`config.mk`:
```
export PLATFORM = sky130hd
export DESIGN_NAME = lbs_ctrl
export DESIGN_NICKNAME = d
export VERILOG_FILES = /design/src/rtl/lbs_pkg.sv /design/src/rtl/lbs_ctrl.sv
export SDC_FILE = /design/constraint.sdc
export NUM_CORES = 1
export LEC_CHECK = 0
export ABC_AREA = 1
export BUFFER_PORTS_ARGS = -buffer_cell sky130_fd_sc_hd__buf_2
export CORE_MARGIN = 2
export CORE_UTILIZATION = 50
export DETAILED_ROUTE_END_ITERATION = 8
export PLACE_DENSITY = 0.83
export SLEW_MARGIN = 0
export SYNTH_ARGS = -nofsm -noshare
export SYNTH_HDL_FRONTEND = slang
export SYNTH_SLANG_ARGS = --single-unit
```
`constraint.sdc`:
```
create_clock -name clk -period 3.7 [get_ports clk]
set_input_delay 0.37 -clock clk [delete_from_list [all_inputs] [get_ports clk]]
set_output_delay 0.37 -clock clk [all_outputs]
set_load 0.05 [all_outputs]
```
`src/rtl/lbs_pkg.sv`:
```
// ----------------------------------------------------------------------------
// lbs_pkg: shared types and constants
// Controller states, command and status bundles, and fixed-point limits for
// the four-influence linear blend skinning block.
// ----------------------------------------------------------------------------
package lbs_pkg;

    // Influences that have fields in an input item
    localparam int FIELD_INFLUENCES = 4;
    // Elements of one 4x4 skin matrix
    localparam int MATRIX_ELEMS = 16;
    // Quotient bits produced by the divider, one per step
    localparam int DIV_STEPS = 32;

    localparam logic KIND_LOAD   = 1'b0;
    localparam logic KIND_VERTEX = 1'b1;

    localparam logic [31:0] Q_MAX = 32'h7FFF_FFFF;
    localparam logic [31:0] Q_MIN = 32'h8000_0000;

    typedef enum logic [3:0] {
        ST_IDLE,
        ST_WRITE,
        ST_INIT,
        ST_CHECK,
        ST_FETCH,
        ST_DRAIN,
        ST_DIVLOAD,
        ST_DIV,
        ST_MUL,
        ST_ADD,
        ST_FINISH
    } state_t;

    typedef struct packed {
        logic       capture;
        logic       write;
        logic       init;
        logic       clear_sum;
        logic       rd_en;
        logic [3:0] elem;
        logic [2:0] infl;
        logic       div_load;
        logic       div_step;
        logic       mul;
        logic       add;
        logic       finish;
    } cmd_t;

    typedef struct packed {
        logic is_vertex;
        logic skip;
        logic busy;
        logic out_free;
    } status_t;

endpackage

```
`src/rtl/lbs_ctrl.sv`:
```
// ----------------------------------------------------------------------------
// lbs_ctrl: skinning sequencer
// Writes load items; steps vertices through influences: matrix fetch,
// shared divide, weighting and the final rounding into the output register.
// ----------------------------------------------------------------------------
module lbs_ctrl #(
    parameter int INFLUENCE_COUNT = 4
) (
    input  logic            clk,
    input  logic            rst_n,
    input  logic            in_valid,
    output logic            in_ready,
    input  lbs_pkg::status_t status,
    output lbs_pkg::cmd_t    cmd
);

    localparam int USED = (INFLUENCE_COUNT < lbs_pkg::FIELD_INFLUENCES) ?
                          INFLUENCE_COUNT : lbs_pkg::FIELD_INFLUENCES;

    lbs_pkg::state_t state_reg, state_next;
    logic [4:0] cnt_reg, cnt_next;
    logic [2:0] infl_reg, infl_next;
    logic       accept;

    assign accept = in_valid && in_ready;

    // State, step counter and influence index
    always_ff @(posedge clk or negedge rst_n)
    begin
        if (!rst_n)
        begin
            state_reg <= lbs_pkg::ST_IDLE;
            cnt_reg   <= '0;
            infl_reg  <= '0;
        end
        else
        begin
            state_reg <= state_next;
            cnt_reg   <= cnt_next;
            infl_reg  <= infl_next;
        end
    end

    // Next state
    always_comb
    begin
        state_next = state_reg;
        cnt_next   = cnt_reg;
        infl_next  = infl_reg;
        unique case (state_reg)
            lbs_pkg::ST_IDLE:
            begin
                if (accept)
                    state_next = (status.is_vertex == lbs_pkg::KIND_VERTEX) ?
                                 lbs_pkg::ST_INIT : lbs_pkg::ST_WRITE;
            end
            lbs_pkg::ST_WRITE:
                state_next = lbs_pkg::ST_IDLE;
            lbs_pkg::ST_INIT:
            begin
                infl_next  = '0;
                state_next = lbs_pkg::ST_CHECK;
            end
            lbs_pkg::ST_CHECK:
            begin
                cnt_next = '0;
                if (infl_reg == 3'(USED))
                    state_next = lbs_pkg::ST_FINISH;
                else if (status.skip)
                    infl_next = infl_reg + 3'd1;
                else
                    state_next = lbs_pkg::ST_FETCH;
            end
            lbs_pkg::ST_FETCH:
            begin
                cnt_next = cnt_reg + 5'd1;
                if (cnt_reg == 5'(lbs_pkg::MATRIX_ELEMS - 1))
                    state_next = lbs_pkg::ST_DRAIN;
            end
            lbs_pkg::ST_DRAIN:
            begin
                if (!status.busy)
                    state_next = lbs_pkg::ST_DIVLOAD;
            end
            lbs_pkg::ST_DIVLOAD:
            begin
                cnt_next   = '0;
                state_next = lbs_pkg::ST_DIV;
            end
            lbs_pkg::ST_DIV:
            begin
                cnt_next = cnt_reg + 5'd1;
                if (cnt_reg == 5'(lbs_pkg::DIV_STEPS - 1))
                    state_next = lbs_pkg::ST_MUL;
            end
            lbs_pkg::ST_MUL:
                state_next = lbs_pkg::ST_ADD;
            lbs_pkg::ST_ADD:
            begin
                infl_next  = infl_reg + 3'd1;
                state_next = lbs_pkg::ST_CHECK;
            end
            lbs_pkg::ST_FINISH:
            begin
                if (status.out_free)
                    state_next = lbs_pkg::ST_IDLE;
            end
            default:
                state_next = lbs_pkg::ST_IDLE;
        endcase
    end

    // Commands
    always_comb
    begin
        cmd      = '0;
        cmd.elem = cnt_reg[3:0];
        cmd.infl = infl_reg;
        in_ready = 1'b0;
        unique case (state_reg)
            lbs_pkg::ST_IDLE:
            begin
                in_ready    = 1'b1;
                cmd.capture = accept;
            end
            lbs_pkg::ST_WRITE:   cmd.write = 1'b1;
            lbs_pkg::ST_INIT:    cmd.init = 1'b1;
            lbs_pkg::ST_CHECK:   cmd.clear_sum = 1'b1;
            lbs_pkg::ST_FETCH:   cmd.rd_en = 1'b1;
            lbs_pkg::ST_DRAIN:   cmd.rd_en = 1'b0;
            lbs_pkg::ST_DIVLOAD: cmd.div_load = 1'b1;
            lbs_pkg::ST_DIV:     cmd.div_step = 1'b1;
            lbs_pkg::ST_MUL:     cmd.mul = 1'b1;
            lbs_pkg::ST_ADD:     cmd.add = 1'b1;
            lbs_pkg::ST_FINISH:  cmd.finish = status.out_free;
            default:             cmd = '0;
        endcase
    end

    // An accepted item always starts a write or a vertex pass
    a_accept_starts: assert property (@(posedge clk) disable iff (!rst_n)
        accept |=> (state_reg == lbs_pkg::ST_WRITE || state_reg == lbs_pkg::ST_INIT))
        else $error("accepted item did not start work");

    // Influence index never passes the used count
    a_infl_range: assert property (@(posedge clk) disable iff (!rst_n)
        infl_reg <= 3'(USED))
        else $error("influence index out of range");

endmodule

```
==> impl_metrics.json, run 1 <==
{
  "fin_crit_ns": 2.076,
  "finalMaxSlewViolations": 0,
  "ys_warn_count": 0,
  "clock_skew_ns": 0.001873,
  "worstSetupStartpointType": "flop",
  "hold_viol_final": 0,
  "clockBufferDepth": 2,
  "ys_seq_area_frac": 0.3175,
  "synth_fp_nets": 153,
  "powerDensity_nw_per_um2": 896.6,
  "end_kind": "output pin",
  "path_class": "reg2out",
  "via_per_inst": 5.021,
  "critPathMaxFanout": 7,
  "slowest_stage": "a21oi_1",
  "max_slew.worst_pin.slew_ns": 0.5694,
  "ant_nets": 0,
  "grt_overflow_total": 0,
  "fp.coreArea_um2": 1745,
  "largest_reg_flops": 5,
  "setup-tns-final_ns": 0,
  "critPathMaxStageDelay_ns": 0.48,
  "drv_cap": 0,
  "antenna_found_initial": 0,
  "synthSimpleGateAreaFrac": 0.4339,
  "synthAdderAreaFrac": 0.06614,
  "finalPower_mw": 1.025,
  "multi_input_area_um2": 559.3,
  "ys.flop_type": "dfrtp_1",
  "fillers": 183,
  "min_path_cells": 4,
  "wire_per_inst_um": 11.96,
  "cts_tree": "built",
  "outcome": "complete, no violations",
  "dr.pass1.iters": 4,
  "io_pins": 25,
  "synth-async-reset-ratio": 1.000,
  "clock_latency_ns": 0.28,
  "worstHoldStart": "status[0]",
  "yosysTopAreaCell": "dfrtp_1",
  "cts.clk_slew.worst_paths_ns": 0.08,
  "route.detailed.drc": 0,
  "drive_gt1_frac": 0.2588,
  "nets": 183,
  "synthToLayoutAreaGrowth_pct": 20.90,
  "synth_top_family_by_area": "simple AND/OR/NAND/NOR gates",
  "synth-compound-area-share": 0.07275,
  "period_share": 0.5610,
  "synth_commonest_cells": "33 x nand2_1, 25 x nor2_1, 21 x inv_1, 12 x dfrtp_1, 12 x nand3_1",
  "power.leakage_nw": 0.6452,
  "placed_area_um2": 1097,
  "synth_cell_types": 19,
  "clock_sinks": 12,
  "reg2reg_depth": 11,
  "grt_pass1_wl_um": 3691,
  "ff2ff_setup_slack_ns": 2.10,
  "synth.top_cell.area_share": 0.3175,
  "cts_setup_buffers": 0,
  "synth_area_um2": 945.9,
  "grt_pass1_vias": 897,
  "cts_buffers": 3,
  "critical_path.cell_chain": "nand2_1, a21oi_1, nor2_1, buf_2",
  "max_freq_mhz": 481.7,
  "antenna_cells": 0,
  "dp_hpwl_um": 1806,
  "area.sequential_um2": 300.3,
  "gp_congestion": 0.8854,
  "syn_avg_cell_area_um2": 6.709,
  "start_util": 0.5419,
  "final_area_um2": 1144,
  "peakVddDrop_uv": 518.9,
  "min_delay_worst_endpoint": "state_reg[3]",
  "cp.arrival_ns": 1.71,
  "die_h_um": 47.50,
  "crit-reg2reg-launch": "cnt_reg[1]",
  "drt_wl_total_um": 2333,
  "die_x_um": 47.50,
  "syn_inst": 141,
  "yosysMostFrequentCell": "nand2_1",
  "cts_root_buf": "clkbuf_4",
  "setup_viol": 0,
  "relSlewSlack": 0.6204,
  "num_vias": 979,
  "reg2reg_to": "state_reg[0]",
  "drt_iter0_markers": 22,
  "track_usage": 0.2408,
  "rows": 15,
  "min_path_type": "in2reg",
  "grt_max_degree": 13,
  "synth.area.top_cells": "dfrtp_1 32%, nand2_1 13%, nor2_1 9.9%",
  "synth_edf_count": 0,
  "die_area_um2": 2256,
  "synth-xor-area-share": 0.01852,
  "required_ns": 3.33,
  "htreeDepth": 1,
  "synth-seq-cells": 12,
  "io_buffers": 24,
  "rsz0062_at_grt": "no",
  "synthMuxAreaShare": 0
}
==> metrics by stage <==
step	std cells	setup WS [ns]	util	hold slack, ns
final	195	1.624	0.6552	0.3590
after global routing	195	1.471	0.6552	0.3730
after global placement	190	1.969	0.6287	0.2649
after detailed placement	190	1.932	0.6287	0.2687
after CTS	195	1.636	0.6552	0.3642
after floorplan	141	1.513	-	0.07441
==> power by group <==
part	total (mW)	switching (mW)	internal [mW]
logic	0.687	0.512	0.175
clock network	0.110	0.0499	0.0600
registers	0.228	0.0527	0.176
==> how the worst max path moves through the flow <==
| stage | from | to | slack, ns | cells after the start |
|---|---|---|---|---|
| floorplan | state_reg[3] | cmd[16] | 1.51 | 3 |
| global placement | state_reg[0] | cmd[6] | 1.97 | 4 |
| detailed placement | state_reg[0] | cmd[10] | 1.93 | 4 |
| CTS | state_reg[0] | cmd[5] | 1.64 | 4 |
| global route | state_reg[0] | cmd[10] | 1.47 | 4 |
| finish | state_reg[0] | cmd[5] | 1.62 | 4 |
==> cell families (layout without fill, tap and decap cells) <==
logic type,after synthesis,count (layout)
flip-flops,12,12
XOR/XNOR,2,2
buffers and inverters,23,52
adder cells (fa/ha/maj),5,5
AO/OA/AOI/OAI,13,13
AND/OR/NAND/NOR,86,86
==> metal layers <==
metal  vias up  routed length, µm  GRT usage
met5         -                  0          0
met4         0                 46     0.1167
met3         7                102    0.02264
met2        27               1191     0.4432
met1       452                993     0.2759
li1        493                  -          -
==> timing repair <==
| action | in CTS | in global routing |
|---|---|---|
| gates resized for setup | 0 | 0 |
| hold endpoints to repair | 12 | 0 |
| hold buffers | 1 | 0 |
==> placed cells by master (no fill, tap or decap) <==
cell type,synthesis,routed
a21oi_1,3,3
buf_2,0,24
clkbuf_4,0,3
clkbuf_8,0,1
dfrtp_1,12,12
dlygate4sd3_1,0,1
ha_1,5,5
inv_1,21,21
inv_2,2,2
nand2_1,33,33
nand2_2,2,2
nand2_4,2,2
nand3_1,12,12
nor2_1,25,25
nor2_2,4,4
nor2_4,5,5
nor3_1,2,2
o21ai_0,7,7
o21ai_1,2,2
o32ai_1,1,1
or2_2,1,1
xnor2_1,1,1
xor2_1,1,1
==> area by class of cell <==
class                   count  area share
multi-input cells         106      0.4891
flip-flops and latches     12      0.2626
repair buffers             25      0.1138
inverters                  23     0.07549
clock buffers               4     0.03173
well taps                  25     0.02735
==> critical path: cells and delay by family (launching register included) <==
family                 cells  cell delay [ns]
DFF                        1             0.47
AOI/OAI and AO/OA          1             0.48
buffers and inverters      1             0.23
and+or+nand+nor            2             0.23
Power figures use the tool's default switching activity.
==> run 2, diff against run 1 <==
ABC_AREA = 0   (was 1)
PLACE_DENSITY = 0.82   (was 0.83)
clock period = 2 ns   (was 3.7 ns; I/O delays follow)
==> impl_metrics.json, run 2 <==
{
  "outcome": "complete, no violations",
  "wire_per_inst_um": 14.73,
  "setup_viol": 0,
  "clock_skew_ns": 0.003744,
  "relSlewSlack": 0.7559,
  "die_area_um2": 2447,
  "cp.arrival_ns": 1.67,
  "die_h_um": 49.47,
  "crit-reg2reg-launch": "cnt_reg[0]",
  "route.detailed.drc": 0,
  "cts_root_buf": "clkbuf_4",
  "drt_wl_total_um": 2636,
  "yosysMostFrequentCell": "nor2_1",
  "min_path_type": "in2reg",
  "cts_tree": "built",
  "reg2reg_depth": 7,
  "synth_fp_nets": 140,
  "nets": 165,
  "min_path_cells": 3,
  "finalMaxSlewViolations": 0,
  "powerDensity_nw_per_um2": 1845,
  "fp.coreArea_um2": 1962,
  "gp_congestion": 0.8527,
  "placed_area_um2": 1199,
  "synth_area_um2": 1033,
  "reg2reg_to": "state_reg[0]",
  "ys.flop_type": "dfrtp_1",
  "post-place-ws_ns": 0.1909,
  "slowest_stage": "dfrtp_1",
  "setup-tns-final_ns": 0,
  "rows": 16,
  "min_delay_worst_endpoint": "state_reg[3]",
  "grt_max_degree": 21,
  "syn_inst": 128,
  "clockBufferDepth": 2,
  "placed_cells": 174,
  "grt_pass1_wl_um": 4360,
  "critPathMaxStageDelay_ns": 0.49,
  "hold_viol_final": 0,
  "peakVddDrop_uv": 953.7,
  "io_buffers": 24,
  "required_ns": 1.80,
  "drt_iter0_markers": 35,
  "synth-async-reset-ratio": 1.000,
  "critPathMaxFanout": 15,
  "max_slew.worst_pin.slew_ns": 0.3648,
  "synth_cell_types": 39,
  "synth_commonest_cells": "14 x nor2_1, 12 x dfrtp_1, 9 x and2_1, 9 x inv_1, 9 x nand2_1",
  "num_vias": 1060,
  "synth.area.top_cells": "dfrtp_1 29%, ha_1 6.1%, and2_1 5.4%",
  "final_area_um2": 1247,
  "finalPower_mw": 2.302,
  "synthToLayoutAreaGrowth_pct": 20.70,
  "post-route-util": 0.6358,
  "worstHoldStart": "status[0]",
  "syn_avg_cell_area_um2": 8.074,
  "end_kind": "output pin",
  "ff2ff_setup_slack_ns": 0.17,
  "fillers": 173,
  "final_cells": 179,
  "via_per_inst": 5.922,
  "ys_seq_area_frac": 0.2906,
  "drv_cap": 0,
  "ant_nets": 0,
  "largest_reg_flops": 5,
  "synth-seq-cells": 12,
  "track_usage": 0.2342,
  "die_x_um": 49.47,
  "grt_overflow_total": 0,
  "power.leakage_nw": 0.6107,
  "cts_buffers": 3,
  "cts.clk_slew.worst_paths_ns": 0.08,
  "synth.top_cell.area_share": 0.2906,
  "path_class": "reg2out",
  "critical_path.cell_chain": "buf_4, nand2b_1, nor3_2, buf_2",
  "worst_slack_ns": 0.1284,
  "dp_hpwl_um": 1941,
  "clock_sinks": 12,
  "period_share": 0.9358,
  "yosysTopAreaCell": "dfrtp_1",
  "start_util": 0.5268,
  "max_freq_mhz": 534.3,
  "synth_edf_count": 0,
  "antenna_cells": 0,
  "fin_crit_ns": 1.872,
  "final_cell_mix": "23 x buf_2, 14 x nor2_1, 12 x dfrtp_1",
  "layout_commonest_cell": "buf_2",
  "grt_pass1_vias": 982,
  "antenna_found_initial": 0,
  "io_pins": 25,
  "drive_gt1_frac": 0.2829,
  "holdWs_ns": 0.2608,
  "ys_warn_count": 0,
  "dr.pass1.iters": 5,
  "clock_latency_ns": 0.28,
  "rsz0062_at_grt": "no",
  "htreeDepth": 1,
  "worstSetupStartpointType": "flop"
}
[run 2: changes by cell type after synthesis, moves of 9 or more]
| cell | previous run | this run |
|---|---|---|
| nor2_1 | 25 | 14 |
| inv_1 | 21 | 9 |
| nand3_1 | 12 | 2 |
| and2_1 | 0 | 9 |
| nand2_1 | 33 | 9 |
[run 2: kinds of logic after synthesis]
logic type               share of synthesized area
multiplexers                               0.03995
buffers and inverters                      0.07990
adder cells (fa/ha/maj)                    0.06053
AND/OR/NAND/NOR                             0.2845
flip-flops                                  0.2906
AO/OA/AOI/OAI                               0.2445
[run 2: worst max-delay path by stage]
stage            startpoint           end
6_report       state_reg[3]        cmd[4]
3_5_place_dp     cnt_reg[0]  state_reg[0]
3_3_place_gp     cnt_reg[0]  state_reg[0]
5_1_grt        state_reg[1]        cmd[1]
2_1_floorplan  state_reg[3]       cmd[13]
4_1_cts        state_reg[1]        cmd[1]
[run 2: repair_timing]
| action | in CTS | in global routing |
|---|---|---|
| gates resized for setup | 1 | 1 |
| endpoints found under the setup margin | 1 | 1 |
| setup buffers | 0 | 0 |
| hold endpoints to repair | 12 | 0 |
| hold buffers | 1 | 0 |
[run 2: where the power goes]
part	leakage [nW]	internal (mW)	switching, mW
Combinational	0.434	0.501	1.14
Sequential	0.156	0.344	0.113
Clock	0.0210	0.111	0.0910
[run 2: per-layer routing]
metal,vias to the layer above,routed length (µm),track usage
met2,36,1338,0.4077
met3,7,140,0.05152
met5,-,0,0
li1,508,-,-
met1,509,1104,0.2701
met4,0,53,0.1157
[run 2: layout make-up]
type                            count  area (µm²)  area share
Clock buffer                        4       36.28     0.02909
Inverter                            9       33.78     0.02708
Multi-Input combinational cell     98       680.7      0.5456
Sequential cell                    12       300.3      0.2407
Tap cell                           27       33.78     0.02708
Timing Repair Buffer               29       162.7      0.1304
[run 2: worst max-delay path: cells and delay by family, from the launching register on]
kind | cells | cell delay [ns]
buffers and inverters | 2 | 0.53
flip-flops | 1 | 0.49
AND/OR/NAND/NOR | 2 | 0.37
